[src/rtl/framed_packet_deframer_resync_core_macros.svh]
// Assertion macros for the framed packet deframer.
// Used by the top level only; expects clk and arst_n in scope.
`ifndef FRAMED_PACKET_DEFRAMER_RESYNC_CORE_MACROS_SVH
`define FRAMED_PACKET_DEFRAMER_RESYNC_CORE_MACROS_SVH

// same-cycle implication
`define FPDR_ASSERT_IMP(lbl, ante, cons) \
	lbl: assert property (@(posedge clk) disable iff (!arst_n) (ante) |-> (cons)) \
		else $error("deframer check failed");

// next-cycle implication
`define FPDR_ASSERT_NXT(lbl, ante, cons) \
	lbl: assert property (@(posedge clk) disable iff (!arst_n) (ante) |=> (cons)) \
		else $error("deframer check failed");

`endif

[src/rtl/fpdr_pkg.sv]
// Package for the framed packet deframer: beat types, codes, CRC step.
// No dependencies.
`timescale 1ns / 1ps
package fpdr_pkg;

	typedef struct packed {
		logic       mode;
		logic [7:0] data_byte;
	} fpdr_in_t;

	typedef struct packed {
		logic        frame_valid;
		logic [7:0]  version;
		logic [7:0]  frame_type;
		logic [5:0]  payload_length;
		logic [5:0]  byte_index;
		logic [7:0]  payload_byte;
		logic        byte_valid;
		logic        frame_end;
		logic        run_end;
		logic [31:0] corrupt_count;
		logic [31:0] discarded_count;
	} fpdr_out_t;

	localparam logic [15:0] CRC_INIT = 16'hFFFF;
	localparam logic [15:0] CRC_POLY = 16'h1021;
	localparam logic [7:0]  MAGIC_FIRST_RST = 8'hA5;
	localparam logic [7:0]  MAGIC_SECOND_RST = 8'h5A;
	localparam logic [7:0]  REG_MAGIC_FIRST = 8'd0;
	localparam logic [7:0]  REG_MAGIC_SECOND = 8'd1;
	localparam int          HDR_LEN = 6;
	localparam int          CRC_LEN = 2;

	function automatic logic [15:0] crc16_byte(input logic [15:0] crc_in, input logic [7:0] d);
		logic [15:0] c;
		c = crc_in ^ {d, 8'h00};
		for (int b = 0; b < 8; b++) begin
			c = c[15] ? ({c[14:0], 1'b0} ^ CRC_POLY) : {c[14:0], 1'b0};
		end
		return c;
	endfunction

endpackage

[src/rtl/framed_packet_deframer_resync_core.sv]
// Deframer top level: magic pair, version, type, LE length, payload, LE CRC-16/CCITT-FALSE.
// Depends on fpdr_pkg, fpdr_chain, framed_packet_deframer_resync_core_macros.svh.
`timescale 1ns / 1ps
`include "framed_packet_deframer_resync_core_macros.svh"

// Received bytes sit in a circular chain of byte cells; all parsing reads the head of the chain.
// Each input beat is parsed before the next is taken: dropped bytes are rotated out one at a time,
// each CRC check rotates the chain through a full turn, and each payload beat waits for the
// output register to drain.
// One status beat closes every input beat.
module framed_packet_deframer_resync_core
	import fpdr_pkg::*;
#(
	parameter int BUFFER_BYTES = 64,
	parameter int MAX_PAYLOAD = 56
) (
	input  logic      clk,
	input  logic      arst_n,
	input  logic      item_valid,
	output logic      item_ready,
	input  fpdr_in_t  item,
	output logic      result_valid,
	input  logic      result_ready,
	output fpdr_out_t result,
	input  logic      cfg_valid,
	output logic      cfg_ready,
	input  logic [7:0] cfg_index,
	input  logic [7:0] cfg_data
);
	localparam int IW = $clog2(BUFFER_BYTES);
	localparam int CW = $clog2(BUFFER_BYTES + MAX_PAYLOAD + 10);
	localparam int PW = $clog2(MAX_PAYLOAD + 2);

	typedef enum logic [7:0] {
		ST_IDLE    = 8'b0000_0001,
		ST_CHECK   = 8'b0000_0010,
		ST_CRC     = 8'b0000_0100,
		ST_VERIFY  = 8'b0000_1000,
		ST_DROPHDR = 8'b0001_0000,
		ST_EMIT    = 8'b0010_0000,
		ST_DROPCRC = 8'b0100_0000,
		ST_STATUS  = 8'b1000_0000
	} state_t;

	state_t         state_q;
	logic [CW-1:0]  fill_q;
	logic [31:0]    corrupt_q;
	logic [31:0]    discard_q;
	logic [7:0]     mf_q;
	logic [7:0]     ms_q;
	logic [15:0]    crc_q;
	logic [15:0]    exp_q;
	logic [CW-1:0]  j_q;
	logic [PW-1:0]  plen_q;
	logic [CW-1:0]  total_q;
	logic [7:0]     ver_q;
	logic [7:0]     typ_q;
	logic [2:0]     cnt_q;
	logic [PW-1:0]  idx_q;
	fpdr_out_t      out_q;
	logic           out_valid_q;

	logic [5:0][7:0] head;
	logic            rot;
	logic            wr_en;
	logic [IW-1:0]   wr_idx;
	logic            in_acc;
	logic            full;
	logic            is_head;
	logic [15:0]     plen16;
	logic            too_long;
	logic [CW-1:0]   total_w;
	logic            chk_drop;
	logic            crc_ok;
	logic            emit_last;

	assign in_acc = item_valid && item_ready;
	assign item_ready = (state_q == ST_IDLE);
	assign cfg_ready = 1'b1;
	assign result_valid = out_valid_q;
	assign result = out_q;

	assign full = (fill_q >= CW'(BUFFER_BYTES));
	assign is_head = (fill_q >= CW'(2)) && (head[0] == mf_q) && (head[1] == ms_q);
	assign plen16 = {head[5], head[4]};
	assign too_long = (plen16 > 16'(MAX_PAYLOAD));
	assign total_w = CW'(plen16[PW-1:0]) + CW'(HDR_LEN + CRC_LEN);
	assign crc_ok = (crc_q == exp_q);
	assign emit_last = (plen_q == '0) || (idx_q + PW'(1) == plen_q);

	always_comb begin
		if (is_head) begin
			chk_drop = (fill_q >= CW'(HDR_LEN)) && too_long;
		end else begin
			chk_drop = !((fill_q == '0) || ((fill_q == CW'(1)) && (head[0] == mf_q)));
		end
	end

	assign wr_en = in_acc && !item.mode;
	assign wr_idx = full ? IW'(BUFFER_BYTES - 1) : fill_q[IW-1:0];

	always_comb begin
		unique case (state_q)
			ST_IDLE:    rot = wr_en && full;
			ST_CHECK:   rot = chk_drop;
			ST_CRC:     rot = 1'b1;
			ST_VERIFY:  rot = !crc_ok;
			ST_DROPHDR: rot = 1'b1;
			ST_EMIT:    rot = !out_valid_q && (plen_q != '0);
			ST_DROPCRC: rot = 1'b1;
			ST_STATUS:  rot = 1'b0;
			default:    rot = 1'b0;
		endcase
	end

	fpdr_chain #(.DEPTH(BUFFER_BYTES)) u_chain (
		.clk    (clk),
		.rot    (rot),
		.wr_en  (wr_en),
		.wr_idx (wr_idx),
		.wr_data(item.data_byte),
		.head   (head)
	);

	always_ff @(posedge clk or negedge arst_n) begin
		if (!arst_n) begin
			mf_q <= MAGIC_FIRST_RST;
			ms_q <= MAGIC_SECOND_RST;
		end else if (cfg_valid && cfg_ready) begin
			unique case (cfg_index)
				REG_MAGIC_FIRST:  mf_q <= cfg_data;
				REG_MAGIC_SECOND: ms_q <= cfg_data;
				default: ;
			endcase
		end
	end

	always_ff @(posedge clk) begin
		unique case (state_q)
			ST_CHECK: begin
				j_q <= '0;
				crc_q <= CRC_INIT;
				plen_q <= plen16[PW-1:0];
				total_q <= total_w;
			end
			ST_CRC: begin
				j_q <= j_q + CW'(1);
				if ((j_q >= CW'(2)) && (j_q < total_q - CW'(2))) begin
					crc_q <= crc16_byte(crc_q, head[0]);
				end
				if (j_q == total_q - CW'(2)) begin
					exp_q[7:0] <= head[0];
				end
				if (j_q == total_q - CW'(1)) begin
					exp_q[15:8] <= head[0];
				end
			end
			ST_VERIFY: begin
				ver_q <= head[2];
				typ_q <= head[3];
				cnt_q <= '0;
				idx_q <= '0;
			end
			ST_DROPHDR, ST_DROPCRC: cnt_q <= cnt_q + 3'd1;
			ST_EMIT: begin
				if (!out_valid_q) begin
					idx_q <= idx_q + PW'(1);
					cnt_q <= '0;
				end
			end
			default: ;
		endcase
	end

	always_ff @(posedge clk or negedge arst_n) begin
		if (!arst_n) begin
			state_q <= ST_IDLE;
			fill_q <= '0;
			corrupt_q <= '0;
			discard_q <= '0;
			out_valid_q <= 1'b0;
			out_q <= '0;
		end else begin
			if (out_valid_q && result_ready) begin
				out_valid_q <= 1'b0;
			end
			unique case (state_q)
				ST_IDLE: begin
					if (in_acc) begin
						if (item.mode) begin
							fill_q <= '0;
							state_q <= ST_STATUS;
						end else begin
							if (full) begin
								discard_q <= discard_q + 32'd1;
							end else begin
								fill_q <= fill_q + CW'(1);
							end
							if ((full ? fill_q : fill_q + CW'(1)) >= CW'(HDR_LEN)) begin
								state_q <= ST_CHECK;
							end else begin
								state_q <= ST_STATUS;
							end
						end
					end
				end
				ST_CHECK: begin
					if (chk_drop) begin
						fill_q <= fill_q - CW'(1);
						discard_q <= discard_q + 32'd1;
					end else if (!is_head || (fill_q < CW'(HDR_LEN)) || (fill_q < total_w)) begin
						state_q <= ST_STATUS;
					end else begin
						state_q <= ST_CRC;
					end
				end
				ST_CRC: begin
					if (j_q == CW'(BUFFER_BYTES - 1)) begin
						state_q <= ST_VERIFY;
					end
				end
				ST_VERIFY: begin
					if (!crc_ok) begin
						corrupt_q <= corrupt_q + 32'd1;
						discard_q <= discard_q + 32'd1;
						fill_q <= fill_q - CW'(1);
						state_q <= ST_CHECK;
					end else begin
						state_q <= ST_DROPHDR;
					end
				end
				ST_DROPHDR: begin
					fill_q <= fill_q - CW'(1);
					if (cnt_q == 3'(HDR_LEN - 1)) begin
						state_q <= ST_EMIT;
					end
				end
				ST_EMIT: begin
					if (!out_valid_q) begin
						out_valid_q <= 1'b1;
						out_q.frame_valid <= 1'b1;
						out_q.version <= ver_q;
						out_q.frame_type <= typ_q;
						out_q.payload_length <= 6'(plen_q);
						out_q.byte_index <= 6'(idx_q);
						out_q.payload_byte <= (plen_q == '0) ? 8'd0 : head[0];
						out_q.byte_valid <= (plen_q != '0);
						out_q.frame_end <= emit_last;
						out_q.run_end <= 1'b0;
						out_q.corrupt_count <= corrupt_q;
						out_q.discarded_count <= discard_q;
						if (plen_q != '0) begin
							fill_q <= fill_q - CW'(1);
						end
						if (emit_last) begin
							state_q <= ST_DROPCRC;
						end
					end
				end
				ST_DROPCRC: begin
					fill_q <= fill_q - CW'(1);
					if (cnt_q == 3'(CRC_LEN - 1)) begin
						state_q <= ST_CHECK;
					end
				end
				ST_STATUS: begin
					if (!out_valid_q) begin
						out_valid_q <= 1'b1;
						out_q <= '{1'b0, 8'd0, 8'd0, 6'd0, 6'd0, 8'd0, 1'b0, 1'b0, 1'b1,
							corrupt_q, discard_q};
						state_q <= ST_IDLE;
					end
				end
				default: state_q <= ST_IDLE;
			endcase
		end
	end

	`FPDR_ASSERT_IMP(a_fill_bound, 1'b1, fill_q <= CW'(BUFFER_BYTES))
	`FPDR_ASSERT_NXT(a_drop_clears, in_acc && item.mode, fill_q == '0)
	`FPDR_ASSERT_IMP(a_corrupt_step, !$stable(corrupt_q), corrupt_q == $past(corrupt_q) + 32'd1)
endmodule

[src/rtl/fpdr_cell.sv]
// One byte cell of the deframer buffer chain.
// Depends on nothing.
`timescale 1ns / 1ps
module fpdr_cell (
	input  logic       clk,
	input  logic       rot,
	input  logic       wr,
	input  logic [7:0] wr_data,
	input  logic [7:0] nbr,
	output logic [7:0] q
);
	logic [7:0] byte_q;

	always_ff @(posedge clk) begin
		if (wr) begin
			byte_q <= wr_data;
		end else if (rot) begin
			byte_q <= nbr;
		end
	end

	assign q = byte_q;
endmodule

[src/rtl/fpdr_chain.sv]
// Circular chain of byte cells; rotates toward cell 0, exposes the six head bytes.
// Depends on fpdr_cell.
`timescale 1ns / 1ps
module fpdr_chain #(
	parameter int DEPTH = 64
) (
	input  logic                     clk,
	input  logic                     rot,
	input  logic                     wr_en,
	input  logic [$clog2(DEPTH)-1:0] wr_idx,
	input  logic [7:0]               wr_data,
	output logic [5:0][7:0]          head
);
	logic [DEPTH-1:0][7:0] q;

	for (genvar i = 0; i < DEPTH; i++) begin : g_cell
		fpdr_cell u_cell (
			.clk    (clk),
			.rot    (rot),
			.wr     (wr_en && (wr_idx == ($clog2(DEPTH))'(i))),
			.wr_data(wr_data),
			.nbr    (q[(i + 1) % DEPTH]),
			.q      (q[i])
		);
	end

	for (genvar h = 0; h < 6; h++) begin : g_head
		assign head[h] = q[h];
	end
endmodule
[config.mk]
export PLATFORM = sky130hd
export DESIGN_NAME = framed_packet_deframer_resync_core
export DESIGN_NICKNAME = d
export VERILOG_FILES = /design/src/rtl/fpdr_pkg.sv /design/src/rtl/framed_packet_deframer_resync_core.sv /design/src/rtl/fpdr_cell.sv /design/src/rtl/fpdr_chain.sv
export VERILOG_INCLUDE_DIRS = /design/src /design/src/rtl
export SDC_FILE = /design/constraint.sdc
export NUM_CORES = 1
export LEC_CHECK = 0
export CORE_MARGIN = 2
export CORE_UTILIZATION = 42
export DETAILED_ROUTE_END_ITERATION = 8
export DONT_BUFFER_PORTS = 1
export PLACE_DENSITY_LB_ADDON = 0.12
export SETUP_SLACK_MARGIN = 0.05
export SLEW_MARGIN = 25
export SYNTH_ARGS = -nofsm -noshare
export SYNTH_HDL_FRONTEND = slang
export SYNTH_SLANG_ARGS = --single-unit
export TNS_END_PERCENT = 5
[constraint.sdc]
create_clock -name clk -period 7.9 [get_ports clk]
set_input_delay 0.395 -clock clk [delete_from_list [all_inputs] [get_ports clk]]
set_output_delay 0.395 -clock clk [all_outputs]
set_load 0.02 [all_outputs]
==> impl_metrics.json, run 1 <==
{
  "numPlacedInstances": 3308,
  "cp_max_fo": 64,
  "final_antenna_net_count": 0,
  "postCtsSetupBuffers": 0,
  "grt_pass1_wl_um": 137000,
  "track_usage_pct": 21.5,
  "fmax_mhz": 230,
  "cts.path.max_buffers": 3,
  "cap_violations": 0,
  "avgSynthCellArea_um2": 15.1,
  "worstPathRequired_ps": 8090,
  "startpoint_type": "register",
  "drc": 0,
  "layout-drive-gt1-share_pct": 33.7,
  "cts.sinks": 788,
  "die_w_um": 294,
  "p_leak_nw": 14.1,
  "core_area_um2": 83600,
  "switching_share_pct": 27.9,
  "htreeDepth": 3,
  "wirelength_um": 92700,
  "fin_crit_ps": 4350,
  "multiInputGateArea_um2": 12100,
  "grt_pass1_vias": 20200,
  "syn-num-nets": 2405,
  "critPathBufInv": 1,
  "vdd_drop_max_mv": 0.212,
  "dr.pass1.iters": 5,
  "finalNonFillerCells": 3520,
  "final_util_pct": 47.5,
  "hpwlAfterDp_um": 49400,
  "synth_warnings": 0,
  "start_util_pct": 42.3,
  "dr_total_vias": 19800,
  "crit_slowest_cell": "buf_4",
  "power.internal_mw": 7.95,
  "grt_max_degree": 202,
  "arrival_ps": 4530,
  "pwr-share-comb_pct": 16.0,
  "synth-edff-count": 587,
  "powerDensity_nw_per_um2": 278,
  "clk_pin_slew_worst_paths_ps": 60,
  "finalCritPeriodShare_pct": 55.1,
  "drv_slew": 0,
  "status": "completed",
  "fin_worst_skew_ps": 26.1,
  "io_pins": 137,
  "seqCellArea_um2": 22700,
  "min_path_type": "in2reg",
  "fp.dieH_um": 294,
  "cts_buffers": 88,
  "synthCells": 2345,
  "slowest_delay_ps": 820,
  "synth_ff_type": "edfxtp_1",
  "worstSetupEndpointType": "register",
  "maxSlewHeadroom_pct": 28.5,
  "wl_per_cell_um": 26.3,
  "fill_cells": 7156,
  "drtIter0Drc": 1605,
  "synth.area.top_cells": "edfxtp_1 (50%), mux2_2 (18%), dfrtp_1 (14%)",
  "pwr-share-clk_pct": 35.9,
  "async_flop_share_pct": 25.5,
  "synthesis.area_um2": 35400,
  "crit_family": "compound AO/OA/AOI/OAI gates",
  "finalHoldViolCount": 0,
  "crit_chain": "xor2_1, nor4_1, nand2_1, o22ai_1, a21oi_1, nor4_4, buf_4, o21ai_0",
  "synth_seq_cells": 788,
  "grt-ovfl-total": 0,
  "setup_violations": 0,
  "die_area_um2": 86500,
  "vias_per_cell": 5.62,
  "tightest_slew_ps": 1060,
  "clk_latency_ps": 630,
  "total_power_mw": 11.0,
  "ys_seq_area_share_pct": 64.1,
  "synth_top_area_share_pct": 49.9,
  "antenna_found_initial": 13,
  "cts_tree": "built",
  "synth_top_area_cell": "edfxtp_1",
  "rsz0062_at_grt": "false",
  "syn_to_final_growth_pct": 12.2,
  "gp_congestion": 0.805,
  "synth.distinct_cells": 76,
  "rows": 106,
  "cts-root-buf": "clkbuf_16",
  "port_buffers": 0,
  "critPathKind": "reg2reg",
  "seqPwrFrac_pct": 48.1,
  "final.setup.tns_ps": 0,
  "p_switching_mw": 3.08,
  "num-nets-final": 2427
}
## layout make-up
| type | instances | share of cell area [%] |
|---|---|---|
| repair buffers | 57 | 1.84 |
| multi-input cells | 1405 | 30.4 |
| clock buffers | 125 | 6.26 |
| well taps | 1080 | 3.41 |
| inverters | 27 | 0.255 |
| flip-flops and latches | 788 | 57.1 |
| diodes | 4 | 0.0252 |
| clock inverters | 34 | 0.691 |
## flip-flops by register name, indices dropped and copies added, names as in the netlist
register,flops
cnt_q,3
result,104
fill_q,8
crc_q,16
j_q,8
discard_q,32
u_chain.g_cell.u_cell.q,512
state_q,8
idx_q,6
mf_q,8
total_q,4
result_valid,1
corrupt_q,32
plen_q,6
ms_q,8
exp_q,16
typ_q,8
ver_q,8
## logic make-up (layout without fill, tap and decap cells)
logic type / Yosys count / count (layout) / share of synthesized area [%]
AOI/OAI and AO/OA: 182 / 182 / 3.09
xor gates and xnor gates: 150 / 150 / 3.72
adders and majority gates: 30 / 30 / 1.06
buffers and inverters: 152 / 243 / 1.91
DFF: 788 / 788 / 64.1
muxes: 591 / 591 / 19.0
other: 1 / 5 / 0.0106
and+or+nand+nor: 451 / 451 / 7.12
## final timing paths
kind                       cells after the start  slack (ps)                               startpoint                                        to
max reg2reg                                    8        3550  u_chain.g_cell[0].u_cell.q[6]$_DFFE_PP_  u_chain.g_cell[54].u_cell.q[7]$_DFFE_PP_
min reg2reg                                    2         440                       typ_q[0]$_DFFE_PP_                    result[87]$_DFFE_PN0P_
max                                            8        3550  u_chain.g_cell[0].u_cell.q[6]$_DFFE_PP_  u_chain.g_cell[54].u_cell.q[7]$_DFFE_PP_
max in group asynchronous                      3        6580                                   arst_n                    result[19]$_DFFE_PN0P_
min in group asynchronous                      2         340                                   arst_n                    result[55]$_DFFE_PN0P_
min                                            1          30                                  item[6]   u_chain.g_cell[1].u_cell.q[6]$_DFFE_PP_
## placed cells by master, fill, tap and decap left out, types with 14 or more instances in the layout
cell and n:
a21oi_1 16, and3_1 24, clkbuf_1 26, clkbuf_16 91
clkinv_2 16, dfrtp_1 192, dlygate4sd3_1 38, edfxtp_1 587
ha_1 30, inv_1 25, mux2_2 565, mux2_4 16
nand2_1 130, nand3_1 52, nand4_1 28, nor2_1 49
nor2_2 55, nor3_1 14, o21ai_0 57, o21ai_1 51
xnor2_1 95, xor2_1 55
## power groups by stage
stage                     Combinational (mW)  Clock (mW)  Sequential (mW)
after global placement                  1.59           0             5.38
after floorplan                         1.26           0             5.25
after global routing                    1.91        4.21             5.35
after detailed placement                1.60           0             5.38
after CTS                               1.75        4.05             5.31
final                                   1.76        3.96             5.31
## per-layer routing
metal	global-route usage (%)	up-vias	wire length (um)
met4	5.86	0	2180
met1	30.2	10300	41500
met2	34.8	584	44000
li1	-	8793	-
met3	3.07	124	5010
met5	0	-	0
## repair_timing
| item | CTS | global route |
|---|---|---|
| hold endpoints to repair | 560 | 0 |
| hold buffers | 48 | 0 |
| gates resized for setup | 0 | 0 |
## cell usage after synthesis, drive strengths merged, types with 16 or more instances
cell type	count
mux2	591
edfxtp	587
dfrtp	192
nand2	131
nor2	110
o21ai	109
xnor2	95
clkbuf	90
xor2	55
nand3	52
buf	35
ha	30
nand4	28
inv	27
and3	24
nor4	20
nor3	19
a21oi	16
## worst register-to-register path: cells and delay by family (launching register included)
kind                   cells  cell delay (ps)
AO/OA/AOI/OAI              3             1260
buffers and inverters      1              820
XOR/XNOR                   1              190
flip-flops                 1              520
AND/OR/NAND/NOR            3             1130
## stage by stage
stage               setup slack, ps  hold WS [ps]  instance area, um^2
floorplan                      4650          99.4                35400
finish                         3550          34.7                39700
CTS                            3530         0.160                39600
global route                   3300          9.55                39700
detailed placement             3540           104                36200
global placement               3700           104                36200
Note: power is estimated with default switching activity, not from simulation.
==> run 2: changes to the inputs <==
==> constraint.sdc (replaced) <==
create_clock -name clk -period 3.8 [get_ports clk]
set_input_delay 0.19 -clock clk [delete_from_list [all_inputs] [get_ports clk]]
set_output_delay 0.19 -clock clk [all_outputs]
set_load 0.02 [all_outputs]
==> run 2 against run 1 <==
Against the previous run:
- the run now ends with hold timing left
- via count fell by 2.0%
- clock skew rose by 1.1 ps
- core utilization rose by 0.87 points
- wire length fell by 13%
- clock power rose by 130%
- first-iteration DRC count fell by 28%
- maximum frequency rose by 20%
- combinational power rose by 120%
- final cell count rose by 1.8%
- non-clock buffer count rose by 63
- sequential power rose by 110%
- largest cell class unchanged
==> impl_metrics.json, run 2 (synthesis gave the netlist of run 1 again) <==
{
  "arrival_ps": 4010,
  "critPathBufInv": 2,
  "core_area_um2": 83600,
  "gp_congestion": 0.852,
  "fin_worst_skew_ps": 27.1,
  "largest_register_ffs": 512,
  "antenna_found_initial": 0,
  "cp_max_fo": 9,
  "violations": "hold timing",
  "die_area_um2": 86500,
  "port_buffers": 0,
  "path_depth": 8,
  "setup_violations": 0,
  "track_usage_pct": 18.6,
  "grt-ovfl-total": 0,
  "start_util_pct": 42.3,
  "critPathKind": "reg2reg",
  "finalCritPeriodShare_pct": 95.7,
  "use_met2_pct": 31.8,
  "postCtsSetupBuffers": 0,
  "status": "finished, violations left",
  "worstSetupEndpointType": "register",
  "p_leak_nw": 14.6,
  "cap_violations": 0,
  "finalHoldViolCount": 201,
  "cts_buffers": 88,
  "busiest_layer": "met2",
  "reg2reg_depth": 8,
  "crit_chain": "or2_1, inv_1, ha_1, buf_4, nor3_1, nand2_1, nor2_2, mux2_2",
  "syn_to_final_growth_pct": 14.3,
  "crit_family": "simple AND/OR/NAND/NOR gates",
  "wirelength_um": 80200,
  "wl_per_cell_um": 22.4,
  "clk_pin_slew_worst_paths_ps": 60,
  "layout-drive-gt1-share_pct": 37.5,
  "fp.dieH_um": 294,
  "slowest_delay_ps": 580,
  "clk_latency_ps": 630,
  "drv_slew": 0,
  "holdWs_ps": -744,
  "drtIter0Drc": 1161,
  "min_path_type": "in2async",
  "cts-root-buf": "clkbuf_16",
  "startpoint": "fill_q[6]$_DFFE_PN0P_",
  "final_common_cell": "edfxtp_1",
  "vdd_drop_max_mv": 0.374,
  "num-nets-final": 2490,
  "rows": 106,
  "grt_max_degree": 202,
  "die_w_um": 294,
  "grt_use_met3_pct": 3.23,
  "dr_total_vias": 19400,
  "total_power_mw": 24.0,
  "io_pins": 137,
  "final_antenna_net_count": 0,
  "cts.path.max_buffers": 3,
  "rsz0062_at_grt": "true",
  "final_cell_mix": "edfxtp_1 (587), mux2_2 (565), dfrtp_1 (192)",
  "hpwlAfterDp_um": 49900,
  "htreeDepth": 3,
  "fmax_mhz": 275,
  "r2r-start": "fill_q[6]$_DFFE_PN0P_",
  "dr.pass1.iters": 5,
  "worstPathRequired_ps": 4170,
  "cts_resized": 0,
  "cts_tree": "built",
  "tightest_slew_ps": 1020,
  "final.setup.tns_ps": 0,
  "startpoint_type": "register",
  "cts.sinks": 788,
  "grt_pass1_wl_um": 124000,
  "vias_per_cell": 5.41,
  "grt_pass1_vias": 20700,
  "crit_slowest_cell": "nand2_1",
  "fin_crit_ps": 3640,
  "maxSlewHeadroom_pct": 32.0,
  "ctsHoldBuffers": 19,
  "n_antenna_cell": 0,
  "powerDensity_nw_per_um2": 593,
  "drc": 0,
  "use_met1_pct": 24.4
}
-- run 2: path summary, 6_finish.rpt --
check | endpoint | slack, ps
min in group clk | mf_q[1]$_DFFE_PN0P_ | 40
hold reg to reg | typ_q[5]$_DFFE_PP_ | 440
max in group asynchronous | ms_q[1]$_DFFE_PN1P_ | 4180
hold / removal | result[57]$_DFFE_PN0P_ | -740
setup / recovery | u_chain.g_cell[23].u_cell.q[6]$_DFFE_PP_ | 160
setup reg to reg | u_chain.g_cell[23].u_cell.q[6]$_DFFE_PP_ | 160
-- run 2: final cells by class --
| class | count | area (um^2) |
|---|---|---|
| timing repair buffer | 120 | 1110 |
| sequential | 788 | 22700 |
| inverter | 27 | 101 |
| multi-input combinational | 1405 | 12000 |
| clock buffer | 108 | 2490 |
| fill | 7150 | 43200 |
| tap | 1080 | 1350 |
| clock inverter | 56 | 646 |
-- run 2: where the power goes --
group	internal, mW	switching (mW)	total (mW)
Clock	5.55	3.51	9.06
Sequential	10.5	0.470	10.9
Combinational	1.47	2.48	3.95
-- run 2: layer usage --
| layer | part of all wire (%) | vias up |
|---|---|---|
| met5 | 0 | - |
| met4 | 2.4 | 0 |
| met3 | 4.0 | 121 |
| met2 | 50 | 365 |
| met1 | 44 | 9970 |
| li1 | - | 8916 |
-- run 2: through the flow --
step | utilization, % | area (um^2) | cells | setup slack [ps] | hold slack, ps
6_report | 48.4 | 40400 | 3584 | 162 | -744
5_1_grt | 48.4 | 40400 | 3584 | 19.5 | -796
4_1_cts | 48.3 | 40400 | 3584 | 211 | -792
3_5_place_dp | 44.2 | 36900 | 3401 | 223 | -101
3_3_place_gp | 44.2 | 36900 | 3401 | 386 | -101
2_1_floorplan | - | 35400 | 2345 | 548 | -106
==> run 3: changes to the inputs <==
--- a/config.mk
+++ b/config.mk
@@ -6,6 +6,7 @@
 export SDC_FILE = /design/constraint.sdc
 export NUM_CORES = 1
 export LEC_CHECK = 0
+export ABC_AREA = 1
 export CORE_MARGIN = 2
 export CORE_UTILIZATION = 42
 export DETAILED_ROUTE_END_ITERATION = 8
==> run 3 against run 2 <==
Against the previous run:
- the flow still finishes with violations (hold timing)
- first-iteration DRC count is 70% higher
- via count increased by 31%
- non-clock buffer count decreased by 53
- core utilization fell by 1.1 points
- sequential share of layout area rose by 0.24 points
- wire length increased by 16%
- global-route usage up 2.2 points
- die area grew 1.9%
- critical path type unchanged
==> impl_metrics.json, run 3 <==
{
  "synthesis.area_um2": 36100,
  "fill_cells": 7906,
  "multiInputGateArea_um2": 11700,
  "switching_share_pct": 25.8,
  "synth_top_area_share_pct": 48.9,
  "htreeDepth": 3,
  "cts.sinks": 788,
  "hpwlAfterDp_um": 61800,
  "arrival_ps": 3540,
  "gp_congestion": 0.906,
  "final_antenna_net_count": 0,
  "core_area_um2": 85100,
  "dr_total_vias": 25300,
  "finalHoldViolCount": 201,
  "grt_max_degree": 202,
  "final_cell_mix": "nand2_1 (1028), edfxtp_1 (587), o21ai_0 (505)",
  "violations": "hold timing",
  "grt_pass1_wl_um": 144000,
  "startpoint_type": "register",
  "yosysMostFrequentCell": "nand2_1",
  "seqPwrFrac_pct": 47.3,
  "dr.pass1.iters": 6,
  "vias_per_cell": 5.31,
  "synth_common_cells": "nand2_1 (1028), edfxtp_1 (587), o21ai_0 (505), inv_1 (210), dfrtp_1 (192)",
  "min_path_type": "in2async",
  "syn_to_final_growth_pct": 11.6,
  "largest_register_ffs": 512,
  "track_usage_pct": 20.7,
  "setup_violations": 0,
  "fmax_mhz": 308,
  "cap_violations": 0,
  "pwr-share-comb_pct": 10.3,
  "ctsHoldBuffers": 19,
  "antenna_found_initial": 1,
  "cts_resized": 0,
  "fin_worst_skew_ps": 23.8,
  "p_switching_mw": 5.28,
  "num-nets-final": 3607,
  "final_common_cell": "nand2_1",
  "r2r-start": "fill_q[6]$_DFFE_PN0P_",
  "cts_tree": "built",
  "critPathBufInv": 3,
  "holdWs_ps": -734,
  "cts.path.max_buffers": 3,
  "powerDensity_nw_per_um2": 509,
  "fin_crit_ps": 3250,
  "final.setup.tns_ps": 0,
  "clk_pin_slew_worst_paths_ps": 60,
  "slowest_delay_ps": 460,
  "power.internal_mw": 15.2,
  "clk_latency_ps": 650,
  "startpoint": "fill_q[6]$_DFFE_PN0P_",
  "start_util_pct": 42.3,
  "cts_buffers": 87,
  "finalCritPeriodShare_pct": 85.6,
  "p_leak_nw": 16.4,
  "async_flop_share_pct": 25.5,
  "rsz0062_at_grt": "false",
  "synth.distinct_cells": 50,
  "crit_slowest_cell": "nand3_1",
  "synthCells": 3572,
  "crit_family": "simple AND/OR/NAND/NOR gates",
  "critPathKind": "reg2reg",
  "drtIter0Drc": 1971,
  "crit_chain": "nor2_4, ha_1, inv_1, nor2_4, inv_2, nor2_4, inv_1, nor2_1, nand2_1, nand3_1",
  "worstPathRequired_ps": 4090,
  "n_antenna_cell": 0,
  "avgSynthCellArea_um2": 10.1,
  "synth-edff-count": 587,
  "grt_pass1_vias": 24500,
  "synth_ff_type": "edfxtp_1",
  "layout-drive-gt1-share_pct": 8.40,
  "seqCellArea_um2": 22700,
  "grt-ovfl-total": 0,
  "drc": 0,
  "die_w_um": 297,
  "synth_seq_cells": 788,
  "drv_slew": 0,
  "status": "finished, violations left",
  "fp.dieH_um": 297,
  "cp_max_fo": 17,
  "synth_top_area_cell": "edfxtp_1",
  "pwr-share-clk_pct": 42.4,
  "worstSetupEndpointType": "register",
  "wl_per_cell_um": 19.5,
  "io_pins": 137,
  "postCtsSetupBuffers": 0,
  "tightest_slew_ps": 1020,
  "wirelength_um": 93000,
  "ys_seq_area_share_pct": 62.9,
  "vdd_drop_max_mv": 0.391,
  "rows": 107,
  "maxSlewHeadroom_pct": 31.7,
  "syn-num-nets": 3632,
  "crit_top_cell": "nor2_4",
  "synth_warnings": 0,
  "port_buffers": 0,
  "cts-root-buf": "clkbuf_16",
  "synth.area.top_cells": "edfxtp_1 (49%), dfrtp_1 (13%), nand2_1 (11%)",
  "die_area_um2": 88200
}
## run 3: final cells by class
class                   instances  share of cell area [%]
clock inverters                41                    1.18
inverters                     232                    2.19
repair buffers                 67                    1.49
clock buffers                 120                    6.17
flip-flops and latches        788                    56.3
well taps                    1144                    3.56
multi-input cells            2371                    29.1
## run 3: cell families (layout without fill, tap and decap cells)
| family | Yosys count | after routing | synth area share [%] |
|---|---|---|---|
| AOI/OAI and AO/OA | 686 | 686 | 9.80 |
| other | 1 | 1 | 0.0104 |
| xor gates and xnor gates | 115 | 115 | 2.79 |
| adders and majority gates | 30 | 30 | 1.04 |
| DFF | 788 | 788 | 62.9 |
| buffers and inverters | 413 | 460 | 4.75 |
| and+or+nand+nor | 1539 | 1539 | 18.7 |
## run 3: power groups by stage
stage / Sequential, mW / Clock (mW) / Combinational [mW]
3_5_place_dp: 9.87 / 0 / 2.06
2_1_floorplan: 9.79 / 0 / 1.55
5_1_grt: 9.72 / 9.20 / 2.32
3_3_place_gp: 9.86 / 0 / 2.06
4_1_cts: 9.70 / 8.85 / 2.10
6_report: 9.70 / 8.68 / 2.10
## run 3: path summary, 6_finish.rpt
kind / end / slack [ps] / cells past startpoint
setup / recovery: u_chain.g_cell[38].u_cell.q[1]$_DFFE_PP_ / 550 / 10
setup reg to reg: u_chain.g_cell[38].u_cell.q[1]$_DFFE_PP_ / 550 / 10
hold / removal: result[81]$_DFFE_PN0P_ / -730 / 0
min in group clk: state_q[1]$_DFFE_PN0P_ / 60 / 5
hold reg to reg: result[95]$_DFFE_PN0P_ / 470 / 1
max in group asynchronous: corrupt_q[15]$_DFFE_PN0P_ / 4040 / 0
## run 3: through the flow
step / util (%) / worst slack, ps / cells / area [um^2] / total power [mW]
2_1_floorplan: - / 951 / 3572 / 36100 / 11.3
3_3_place_gp: 43.5 / 728 / 4583 / 37100 / 11.9
3_5_place_dp: 43.5 / 631 / 4583 / 37100 / 11.9
4_1_cts: 47.2 / 584 / 4763 / 40200 / 20.6
5_1_grt: 47.2 / 281 / 4763 / 40200 / 21.2
6_report: 47.2 / 548 / 4763 / 40200 / 20.5
## run 3: metal layers
layer	global-route usage, %	wire (um)	vias to the layer above
met2	34.4	44100	733
met5	0	0	-
li1	-	-	12100
met4	4.89	1730	0
met3	3.23	5240	131
met1	28.7	41800	12300
